`src/rtl/gtht_pkg.sv`:
```
// Shared types and constants for the grouped tag hash table.
package gtht_pkg;

	localparam int NUM_GROUPS_DEF      = 64;
	localparam int SLOTS_PER_GROUP_DEF = 16;
	localparam int KEY_BITS_DEF        = 64;
	localparam int VALUE_BITS_DEF      = 64;

	localparam int POS_BITS       = 5;
	localparam int HASH_GROUP_LSB = 7;
	localparam int LIMIT_BITS     = 11;
	localparam logic [LIMIT_BITS-1:0] LOAD_LIMIT_RST = 11'd819;

	localparam logic [7:0] TAG_EMPTY   = 8'h80;
	localparam logic [7:0] TAG_DELETED = 8'hFE;

	localparam logic [1:0] OP_LOOKUP = 2'd0;
	localparam logic [1:0] OP_INSERT = 2'd1;
	localparam logic [1:0] OP_REMOVE = 2'd2;
	localparam logic [1:0] OP_UNUSED = 2'd3;

	localparam logic [2:0] ST_NOT_FOUND = 3'd0;
	localparam logic [2:0] ST_FOUND     = 3'd1;
	localparam logic [2:0] ST_INSERTED  = 3'd2;
	localparam logic [2:0] ST_REMOVED   = 3'd3;
	localparam logic [2:0] ST_FULL      = 3'd4;

	typedef struct packed {
		logic [1:0]  operation;
		logic [31:0] hash_value;
		logic [63:0] key;
		logic [63:0] value;
	} in_item_t;

	typedef struct packed {
		logic [2:0]  status;
		logic [63:0] value_out;
		logic [9:0]  slot_index;
	} out_item_t;

	typedef struct packed {
		logic                hit;
		logic [POS_BITS-1:0] hit_pos;
		logic                has_empty;
		logic [POS_BITS-1:0] empty_pos;
		logic                has_del;
		logic [POS_BITS-1:0] del_pos;
	} scan_t;

endpackage

```
`src/rtl/gtht_group_scan.sv`:
```
// Compares one group's tags and keys; finds first hit, first empty, first deleted.
module gtht_group_scan #(
	parameter int SLOTS_PER_GROUP = gtht_pkg::SLOTS_PER_GROUP_DEF,
	parameter int KEY_BITS        = gtht_pkg::KEY_BITS_DEF
) (
	input  logic [SLOTS_PER_GROUP*8-1:0]        tag_row,
	input  logic [SLOTS_PER_GROUP*KEY_BITS-1:0] key_row,
	input  logic [6:0]                          tag,
	input  logic [KEY_BITS-1:0]                 key,
	output gtht_pkg::scan_t                     scan
);
	import gtht_pkg::*;

	always_comb begin
		scan = '0;
		for (int i = SLOTS_PER_GROUP - 1; i >= 0; i--) begin
			if (tag_row[i*8 +: 8] == {1'b0, tag} && key_row[i*KEY_BITS +: KEY_BITS] == key) begin
				scan.hit     = 1'b1;
				scan.hit_pos = POS_BITS'(i);
			end
			if (tag_row[i*8 +: 8] == TAG_EMPTY) begin
				scan.has_empty = 1'b1;
				scan.empty_pos = POS_BITS'(i);
			end
			if (tag_row[i*8 +: 8] == TAG_DELETED) begin
				scan.has_del = 1'b1;
				scan.del_pos = POS_BITS'(i);
			end
		end
	end

endmodule

```
`config.mk`:
```
export PLATFORM = sky130hd
export DESIGN_NAME = gtht_group_scan
export DESIGN_NICKNAME = d
export VERILOG_FILES = /design/src/rtl/gtht_pkg.sv /design/src/rtl/gtht_group_scan.sv
export SDC_FILE = /design/constraint.sdc
export NUM_CORES = 1
export LEC_CHECK = 0
export ABC_CLOCK_PERIOD_IN_PS = 5000
export BUFFER_PORTS_ARGS = -buffer_cell sky130_fd_sc_hd__clkbuf_2
export CORE_AREA = 2 2 488 490
export DETAILED_ROUTE_END_ITERATION = 8
export DIE_AREA = 0 0 490 492
export RECOVER_POWER = 25
export SYNTH_ARGS = -nofsm -noshare
export SYNTH_HDL_FRONTEND = slang
export SYNTH_SLANG_ARGS = --single-unit
export TNS_END_PERCENT = 30
```
`constraint.sdc`:
```
create_clock -name vclk -period 5
set_input_delay 0.75 -clock vclk [all_inputs]
set_output_delay 0.75 -clock vclk [all_outputs]
set_load 0.03 [all_outputs]
```
=== Word level (Yosys, flattened, before mapping) ===
Index checks and enable logic that the tools add are counted.

* Reduce and logical (&&, ||, !) cells: 16
* Mux-type cells: 48
* Equal/unequal tests: 64

{| class="wikitable"
|+ Operator list
! kind !! count
|-
| $eq A64 B64 Y1 || 16
|-
| $mux W6 || 48
|-
| $eq A8 B8 Y1 const B || 32
|-
| $eq A8 B7 Y1 || 16
|-
| $logic_and A1 B1 Y1 || 16
|}

* Flip-flop bits (word level): 0
* Output and inout port bits: 18
* Word-level logic and storage cells: 128
* Input bits: 1223

=== Logic depth before layout (Yosys ltp) ===
Gate-level depths: netlist of the first run.

* Depth in word-level cells: 18
* Mapped depth: 12
* Depth with buffers taken out: 9

=== Worst setup path before layout of the first run ===
Ideal clock, no wire load.

* Path type: in2out
* From: input port key[38]
* To: output port scan[14] in the netlist's numbering
* Data arrival time: 3150 ps
* Path slack: 1100 ps
* Stages: 11
* Path through: clkbuf_1 > buf_2 > xnor2_1 > nand4_1 > nor4_1 > nand3_1 > or4_1 > nor2b_1 > nand2_1 > a41oi_1 > nor3_1

{| class="wikitable"
|+ RTL lines
! element !! RTL line !! source
|-
| start, declared || gtht_group_scan.sv:9 || <nowiki>input logic [KEY_BITS-1:0] key,</nowiki>
|-
| end, declared || gtht_group_scan.sv:10 || <nowiki>output gtht_pkg::scan_t scan</nowiki>
|}

==> reports/results.env, run 1 <==
OUTCOME='complete, but fails checks'
FAILED_CHECKS='setup timing'
SETUP_VIOL=1
TIMING_WORST_SLEW_PIN_VALUE_NS=0.912
POST_DRT_VIA_CELL_RATIO=3.89
SYNTH_TOP_AREA_SHARE=0.227
HPWLAFTERDP_MM=308
DRV_SLEW=0
TIMING.CRITICAL_PATH.TO_TYPE='output port'
DETAILROUTE.VIA_COUNT=26800
SYNTH_TOP_AREA_CELL='sky130_fd_sc_hd__xnor2_1'
INITIAL_UTILIZATION=0.0627
FINAL_AREA_UM2=29400
DIEWIDTH_UM=490
AREA_DELTA_SYNTH_FINAL_PCT=98.9
SYNTH_AREA_UM2=14800
DRCVIOLATIONCOUNT=0
CP_LAUNCH_TYPE='primary input'
SW_SHARE=0.634
NUMSEQUENTIALCELLS=0
TIMING.MAX_SLEW.REL_SLACK=0.387
FLOORPLAN.ROWS=179
TIMING.FINAL.HOLD_VIOLATIONS=0
POST_ROUTE_CELLS_DRIVE_ABOVE_1_SHARE=0.491
LEAKAGEPOWER_nW=12.6
DIE_HEIGHT_UM=492
POSTLAYOUTCOREUTIL=0.125
GRT_MAX_DEGREE=15
WORST_SLACK_NS=-0.0109
GRT_FIRST_PASS_WIRELENGTH_MM=399
DRTANTENNAVIOLNETS=0
VIAS_IN_THE_FIRST_GLOBAL_ROUTE=26600
SYNTHESIS.INSTANCES=2061
IO_BUFFER_COUNT=1238
NNETSFINAL=4859
RSZ0062_AT_GRT='yes'
CRIT_ARRIVAL_NS=4.26
I_O_PINS=1241
PLACEABLECOREAREA_UM2=236000
SYNTH-WARNING-COUNT=0
IRDROPWORSTVDD_mV=0.0642
DRTPASS1ITERATIONS=6
PLACED_CELL_AREA_UM2=28700
FINALCRITICALPERIOD_NS=5.01
LAYOUT.FILLER_CELLS=27700
FINAL-SEQ-AREA_UM2=0
FIN_TNS_SETUP_NS=-0.0109
POWER_FRAC_CLOCK=0
FINALWIRELENGTH_MM=340
INTPOWER_mW=1.18
PLACE_CONGESTION=0.995
CRITICAL_PATH_REQUIRED_NS=4.25
WIRE_PER_INST_UM=49.4
CRIT_FANOUT=7
CRITICALPATHCATEGORY='primary input to output port'
CLOCK.FMAX_MHz=200
NUMBER_OF_DESIGN_RULE_VIOLATIONS_LEFT_BY_THE_FIRST_DETAILED_ROUTER_ITERATION=2621
YOSYS.CELL_TYPES.COUNT=57
SETUP.WORST_PATH.START='key[17]'
WORSTSETUPENDPOINT='scan[12]'
YOSYSMOSTFREQUENTCELL='sky130_fd_sc_hd__xnor2_1'
MULTI_INPUT_AREA_UM2=13900
HOLD_SLACK_NS=2.14
TRACK_USAGE=0.271
ANTENNA_FOUND_INITIAL=308
MIN-DELAY-PATH-CLASS='primary input to output port'
CLOCK_BUFFER_COUNT=0
CAP_VIOL_MAX_COUNT=0
SYNTH-SEQ-AREA-SHARE=0
SYNTHTOPCELLSBYAREA='sky130_fd_sc_hd__xnor2_1 (23%), sky130_fd_sc_hd__xor2_1 (22%), sky130_fd_sc_hd__nor4_1 (7.4%)'
SYN_AVG_CELL_AREA_UM2=7.18
SHARE_COMB_OF_TOTAL_POWER=1.000
CELLPOWERDENSITY_nW_PER_UM2=109
SEQ_POWER_SHARE=0
FIN_CRIT_SH=1.00
SYNTH.TOP_CELLS.BY_COUNT='sky130_fd_sc_hd__xnor2_1 (383), sky130_fd_sc_hd__xor2_1 (365), sky130_fd_sc_hd__nor4_1 (176), sky130_fd_sc_hd__nand4_1 (155), sky130_fd_sc_hd__inv_1 (113)'
NETSWITCHINGPOWER_mW=2.04
PLACEMENT.SETUP.WORST_SLACK_NS=-1.28
OVERFLOW=0
FLOORPLAN.DIE_AREA_UM2=241000
[layout make-up]
cell class | count | share of cell area
Multi-Input combinational cell | 1787 | 0.471
Antenna cell | 95 | 0.00807
Inverter | 134 | 0.0173
Tap cell | 3167 | 0.135
Timing Repair Buffer | 1713 | 0.369
[placed cells by master (no fill, tap or decap), drive strengths merged, types with 3 or more instances in the layout]
cell type	n
a2111o	5
a2111oi	32
a211oi	6
a21o	3
a21oi	17
a221o	4
a221oi	27
a222oi	4
a22o	63
a22oi	9
a2bb2oi	3
and3	3
and4	3
buf	481
clkbuf	1232
clkinv	6
conb	3
diode	95
inv	126
nand2	37
nand2b	58
nand3	18
nand4	155
nand4b	4
nor2	39
nor2b	94
nor3	24
nor4	177
nor4b	4
o2111ai	19
o21ai	15
o221ai	10
o22ai	105
o2bb2ai	57
or4	22
xnor2	383
xor2	365
[metal layers]
layer | track usage | part of all wire | up-vias
met2 | 0.442 | 0.45 | 2131
met5 | 0 | 0.0047 | -
met4 | 0.0957 | 0.046 | 240
li1 | - | - | 10900
met1 | 0.315 | 0.39 | 12900
met3 | 0.114 | 0.10 | 685
[worst min-delay path by stage]
stage / slack, ns / from / cells after the start / endpoint
finish: 2.14 / tag_row[17] / 4 / scan[7]
global route: 2.17 / tag_row[17] / 4 / scan[7]
CTS: 2.12 / tag_row[17] / 4 / scan[7]
detailed placement: 2.12 / tag_row[17] / 4 / scan[7]
global placement: 2.13 / tag_row[17] / 4 / scan[7]
floorplan: 1.84 / tag_row[22] / 2 / scan[7]
[power groups by stage]
stage	Sequential (mW)	Clock, mW	Combinational (mW)
5_1_grt	0	0.000000626	3.32
6_report	0	0.00000199	3.22
2_1_floorplan	0	0	0.972
3_5_place_dp	0	0	3.18
3_3_place_gp	0	0	3.19
4_1_cts	0	0	3.22
[metrics by stage]
stage	power [mW]	std cells
after floorplan	0.972	2063
after global placement	3.19	6789
after detailed placement	3.18	6793
after CTS	3.22	6800
after global routing	3.32	6824
final	3.22	6896
[what timing repair did]
action	4_1_cts	5_1_grt
cloned	0	0
pin swaps	13	4
resized for setup	60	23
buffers inserted	8	1
hold buffers	0	0
endpoints found under the setup margin	5	5
[worst max-delay path, stage by stage]
cell and delay [ns]:
sky130_fd_sc_hd__clkbuf_4 0.25, sky130_fd_sc_hd__buf_12 0.23, sky130_fd_sc_hd__xnor2_1 0.15, sky130_fd_sc_hd__nand4_1 0.39, sky130_fd_sc_hd__or4_1 0.57, sky130_fd_sc_hd__nor4_1 0.31, sky130_fd_sc_hd__buf_4 0.17, sky130_fd_sc_hd__nand3_1 0.08
sky130_fd_sc_hd__buf_4 0.22, sky130_fd_sc_hd__nand2b_1 0.09, sky130_fd_sc_hd__a21oi_1 0.05, sky130_fd_sc_hd__a2111oi_2 0.36, sky130_fd_sc_hd__buf_4 0.16, sky130_fd_sc_hd__o21a_2 0.23, sky130_fd_sc_hd__buf_12 0.16
[kinds of logic after synthesis]
kind of cell,share of synthesized area
XOR/XNOR,0.442
AND/OR/NAND/NOR,0.262
AO/OA/AOI/OAI,0.205
buffers and inverters,0.0907
other,0.000253
(Power assumes the default switching activity.)
==> run 2: changes to the inputs <==
CORE_AREA = 2 2 476 478   (was 2 2 488 490)
DIE_AREA = 0 0 478 480   (was 0 0 490 492)
==> reports/results.env, run 2 (same netlist as run 1, synthesis figures left out) <==
OUTCOME='complete, but fails checks'
FAILED_CHECKS='setup timing'
TIMING.CRITICAL_PATH.TO_TYPE='output port'
CRITICAL_PATH.N_BUFFERS_INVERTERS=5  # -1
CRIT_FAMILY='simple AND/OR/NAND/NOR gates'
STARTPOINT_OF_THE_WORST_HOLD_PATH='tag_row[17]'
TIMING.FINAL.HOLD_VIOLATIONS=0  # unchanged
FIN_CRIT_SH=1.01  # +0.00862
DRTPASS1ITERATIONS=6  # unchanged
WORST_SLACK_NS=-0.0540  # -0.0431 ns
CRIT_FANOUT=4  # -3
DIEWIDTH_UM=478  # -2.4%
CELLPOWERDENSITY_nW_PER_UM2=114  # +3.8%
GRT_FIRST_PASS_WIRELENGTH_MM=401  # +0.53%
AREA_DELTA_SYNTH_FINAL_PCT=91.9
PLACE_CONGESTION=1.01  # +1.9%
FINALWIRELENGTH_MM=345  # +1.4%
FLOORPLAN.ROWS=174  # -2.8%
CRIT_ARRIVAL_NS=4.30  # +0.04 ns
WIRE_PER_INST_UM=51.9  # +5.2%
DRV_SLEW=0  # unchanged
FINAL-SEQ-AREA_UM2=0  # unchanged
MOSTFREQUENTLAYOUTCELLS='sky130_fd_sc_hd__clkbuf_2 (1227), sky130_fd_sc_hd__xnor2_1 (381), sky130_fd_sc_hd__xor2_1 (365)'
DRTANTENNAVIOLNETS=0  # unchanged
PLACEABLECOREAREA_UM2=224000  # -5.2%
NNETSFINAL=4792  # -1.4%
NUMBER_OF_DESIGN_RULE_VIOLATIONS_LEFT_BY_THE_FIRST_DETAILED_ROUTER_ITERATION=2618  # -0.11%
FINALCRITICALPERIOD_NS=5.05  # +0.0431 ns
TIMING.MAX_SLEW.REL_SLACK=0.276  # -0.110
MIN-DELAY-PATH-CLASS='primary input to output port'
CP_LAUNCH_TYPE='primary input'
SETUP_VIOL=2  # +1
TRACK_USAGE=0.287  # +0.0167
IRDROPWORSTVDD_mV=0.0674  # +5.0%
I_O_PINS=1241  # unchanged
VIAS_IN_THE_FIRST_GLOBAL_ROUTE=26700  # +0.18%
FLOORPLAN.DIE_AREA_UM2=229000  # -4.8%
NETSWITCHINGPOWER_mW=2.09  # +2.2%
CTS.HOLD.BUFFERS_ADDED=0  # unchanged
CRIT_PATH_FREQUENT_CELL='sky130_fd_sc_hd__buf_4'
POWER_FRAC_CLOCK=0  # unchanged
INTPOWER_mW=1.14  # -3.4%
POST_DRT_VIA_CELL_RATIO=4.02  # +3.4%
TIMING_WORST_SLEW_PIN_VALUE_NS=1.08  # +0.164 ns
DRCVIOLATIONCOUNT=0  # unchanged
NUMSEQUENTIALCELLS=0  # unchanged
SW_SHARE=0.647  # +0.0130
INITIAL_UTILIZATION=0.0661  # +0.00343
FINAL_COMMON_CELL='sky130_fd_sc_hd__clkbuf_2'
CRITICAL_PATH_REQUIRED_NS=4.25  # about the same
SHARE_COMB_OF_TOTAL_POWER=1.000  # about the same
IO_BUFFER_COUNT=1238  # unchanged
ANTENNA_FOUND_INITIAL=258  # -16%
CAP_VIOL_MAX_COUNT=0  # unchanged
CRITICAL_PATH.SLOWEST_CELL='sky130_fd_sc_hd__or4_1'
HOLD-PATH-ENDPOINT='scan[7]'
FIN_TNS_SETUP_NS=-0.0682  # -0.0573 ns
HPWLAFTERDP_MM=313  # +1.4%
P_TOTAL_mW=3.23  # +0.17%
CLOCK_BUFFER_COUNT=0  # unchanged
RSZ0062_AT_GRT='yes'
DETAILROUTE.VIA_COUNT=26700  # -0.42%
OVERFLOW=0  # unchanged
TIMING.CRITICAL_PATH.CELLS='clkbuf_2 > buf_4 > buf_4 > xor2_1 > or4_1 > nor4_1 > buf_4 > nand4_1 > and2_1 > nand2_1 > o211ai_1 > a21oi_1 > clkbuf_2'
CRITICALPATHCATEGORY='primary input to output port'
CRIT_PATH_MAX_INCR_DELAY_NS=0.49  # -0.08 ns
HOLDPATHSTAGES=4  # unchanged
DIE_HEIGHT_UM=480  # -2.4%
CLOCK.FMAX_MHz=198  # -0.85%
LEAKAGEPOWER_nW=12.2  # -3.0%
GRT_MAX_DEGREE=16  # +1
SEQ_POWER_SHARE=0  # unchanged
POST_ROUTE_CELLS_DRIVE_ABOVE_1_SHARE=0.475  # -0.0155
run 2: changes by cell type in the layout (fill, tap and decap cells not counted), sizes merged:
| cell | previous run | this run |
|---|---|---|
| buf | 481 | 410 |
| clkbuf | 1232 | 1236 |
| clkinvlp | 2 | 1 |
| diode | 95 | 83 |
| inv | 126 | 127 |
run 2: per-layer routing:
layer	global-route usage	vias to the layer above	wire, um
li1	-	10700	-
met2	0.489	2150	162000
met1	0.334	13100	135000
met3	0.0870	687	29300
met4	0.116	114	17300
met5	0	-	711
run 2: worst max path at each step:
stage	start	endpoint	slack, ns	depth (start not counted)
after CTS	key[45]	scan[12]	-0.06	13
after detailed placement	key[51]	scan[14]	-1.0	17
after global placement	key[48]	scan[12]	-1.32	13
final	key[51]	scan[13]	-0.05	13
after floorplan	key[38]	scan[14]	1.10	11
after global routing	key[63]	scan[17]	-0.007	12
run 2: metrics by stage:
step,std cells,setup slack (ns),util,instance area (um^2),hold WS [ns]
3_5_place_dp,6557,-1.00,0.125,28000,2.09
5_1_grt,6599,-0.00729,0.126,28300,2.11
4_1_cts,6559,-0.0639,0.126,28100,2.09
3_3_place_gp,6556,-1.32,0.125,27900,2.09
6_report,6642,-0.0540,0.127,28400,2.10
2_1_floorplan,2063,1.10,-,14800,1.84
run 2: area by class of cell:
type | count | area [um^2]
diodes | 83 | 208
fillers | 26300 | 196000
inverters | 134 | 508
multi-input cells | 1787 | 13700
well taps | 2992 | 3740
repair buffers | 1646 | 10300
run 2: power groups by stage:
stage	combinational, mW	clock [mW]	sequential, mW
finish	3.23	0.00000144	0
CTS	3.22	0	0
global route	3.30	0.00000108	0
global placement	3.22	0	0
floorplan	0.972	0	0
detailed placement	3.20	0	0
run 2: worst min-delay path, delay by kind of cell:
kind | cells | cell delay (ns)
AO/OA/AOI/OAI | 2 | 0.28
buffers and inverters | 2 | 0.32
run 2: what timing repair did:
| item | in CTS | in global routing |
|---|---|---|
| endpoints found under the setup margin | 5 | 4 |
| pin swaps | 6 | 5 |
| gates resized for setup | 30 | 15 |
| buffers inserted | 2 | 0 |
==> run 3: changes to the inputs <==
PLACE_DENSITY_LB_ADDON = 0.08   (was default)
SLEW_MARGIN = 20   (was default)
==> reports/results.env, run 3 (same netlist as run 1, synthesis figures left out) <==
CRIT_PATH_FREQUENT_CELL='sky130_fd_sc_hd__buf_4'
PLACED_CELLS=6529  # -0.43%
DIEWIDTH_UM=478  # unchanged
FINAL_COMMON_CELL='sky130_fd_sc_hd__clkbuf_2'
DRTPASS1ITERATIONS=5  # -1
MOSTFREQUENTLAYOUTCELLS='sky130_fd_sc_hd__clkbuf_2 (1219), sky130_fd_sc_hd__xnor2_1 (374), sky130_fd_sc_hd__xor2_1 (365)'
VIAS_IN_THE_FIRST_GLOBAL_ROUTE=26100  # -1.9%
AREA_DELTA_SYNTH_FINAL_PCT=92.4
TIMING_WORST_SLEW_PIN_VALUE_NS=1.08  # +0.00726 ns
I_O_PINS=1241  # unchanged
FINISH.CELL_COUNT_WITHOUT_FILLERS=6581  # -0.92%
CP_LAUNCH_TYPE='primary input'
P_TOTAL_mW=3.14  # -2.7%
NUMBER_OF_DESIGN_RULE_VIOLATIONS_LEFT_BY_THE_FIRST_DETAILED_ROUTER_ITERATION=2048  # -22%
NUMSEQUENTIALCELLS=0  # unchanged
DETAILROUTE.VIA_COUNT=25100  # -6.2%
WIRE_PER_INST_UM=47.1  # -9.2%
POST_DRT_VIA_CELL_RATIO=3.81  # -5.3%
CRITICALPATHCATEGORY='primary input to output port'
CRITICAL_PATH_REQUIRED_NS=4.25  # about the same
CLOCK.FMAX_MHz=199  # +0.48%
RSZ0062_AT_GRT='yes'
FLOORPLAN.ROWS=174  # unchanged
IO_BUFFER_COUNT=1238  # unchanged
LEAKAGEPOWER_nW=12.2  # about the same
FIN_CRIT_SH=1.01  # -0.00479
TIMING.FINAL.HOLD_VIOLATIONS=0  # unchanged
FINALCRITICALPERIOD_NS=5.03  # -0.0239 ns
POSTLAYOUTCOREUTIL=0.127  # +0.000274
STARTPOINT_OF_THE_WORST_HOLD_PATH='tag_row[41]'
CRITICAL_PATH.SLOWEST_CELL='sky130_fd_sc_hd__or4_4'
DRTANTENNAVIOLNETS=0  # unchanged
FLOORPLAN.DIE_AREA_UM2=229000  # unchanged
HOLD_SLACK_NS=2.19  # +0.0905 ns
CAP_VIOL_MAX_COUNT=0  # unchanged
TRACK_USAGE=0.259  # -0.0288
DIE_HEIGHT_UM=480  # unchanged
HOLDPATHSTAGES=5  # +1
TIMING.CRITICAL_PATH.CELLS='clkbuf_2 > inv_2 > buf_4 > o2bb2ai_1 > nor4_1 > nand4_1 > or4_4 > buf_4 > a2111o_1 > a2111oi_4 > o21a_2 > buf_12'
HPWLAFTERDP_MM=278  # -11%
TIMING.CRITICAL_PATH.TO_TYPE='output port'
CRIT_PATH_MAX_INCR_DELAY_NS=0.57  # +0.08 ns
SETUP_VIOL=1  # -1
OVERFLOW=0  # unchanged
FINALWIRELENGTH_MM=310  # -10%
WORST_SLACK_NS=-0.0300  # +0.0239 ns
IRDROPWORSTVDD_mV=0.0470  # -30%
DRCVIOLATIONCOUNT=0  # unchanged
OUTCOME='complete, but fails checks'
FINAL-SEQ-AREA_UM2=0  # unchanged
INITIAL_UTILIZATION=0.0661  # unchanged
NNETSFINAL=4775  # -0.35%
FAILED_CHECKS='setup timing'
GRT_FIRST_PASS_WIRELENGTH_MM=368  # -8.2%
ANTENNA_FOUND_INITIAL=145  # -44%
POST_ROUTE_CELLS_DRIVE_ABOVE_1_SHARE=0.482  # +0.00706
MIN-DELAY-PATH-CLASS='primary input to output port'
PLACE_CONGESTION=0.912  # -10%
TIMING.MAX_SLEW.REL_SLACK=0.272  # -0.00424
CELLPOWERDENSITY_nW_PER_UM2=110  # -2.9%
CRIT_ARRIVAL_NS=4.28  # -0.02 ns
CRIT_FANOUT=7  # +3
CLOCK_BUFFER_COUNT=0  # unchanged
DRV_SLEW=0  # unchanged
SETUP.WORST_PATH.START='key[14]'
CTS.HOLD.BUFFERS_ADDED=0  # unchanged
GRT_MAX_DEGREE=17  # +1
PLACEABLECOREAREA_UM2=224000  # unchanged
## run 3: layout make-up
cell class | count | area (um^2)
Inverter | 134 | 552
Antenna cell | 39 | 97.6
Timing Repair Buffer | 1629 | 10100
Multi-Input combinational cell | 1787 | 14000
Fill cell | 26400 | 196000
Tap cell | 2992 | 3740
## run 3: where the power goes
part	switching (mW)	internal, mW
Combinational	2.01	1.13
Sequential	0	0
Clock	0	0.000000249
Total	2.01	1.13
## run 3: path summary, 6_finish.rpt
kind                  endpoint  slack [ns]
worst max-delay path  scan[12]       -0.03
worst min-delay path   scan[6]        2.19
## run 3: routing by layer
layer  part of all wire  global-route usage  wire length [um]
met1               0.41               0.311            126000
met2               0.51               0.481            159000
met3              0.058              0.0431             18000
met4              0.023              0.0473              7090
met5             0.0014                   0               437
## run 3: worst max-delay path, delay by kind of cell
family	cells	cell delay (ns)
buf+inv	5	1.12
simple gates	3	1.23
compound gates	4	1.15
## run 3: per-stage QoR
stage,setup TNS [ns],area [um^2],setup slack [ns]
6_report,-0.0300,28500,-0.0300
5_1_grt,-0.0695,28400,-0.0695
4_1_cts,-0.0430,28100,-0.0430
3_5_place_dp,-2.99,27700,-0.891
3_3_place_gp,-4.40,27700,-1.14
2_1_floorplan,0,14800,1.10
## run 3: repair_timing
item / 4_1_cts / 5_1_grt
resized for setup: 68 / 42
cloned: 0 / 0
endpoints found under the setup margin: 5 / 3
setup buffers: 4 / 9
pin swaps: 13 / 12
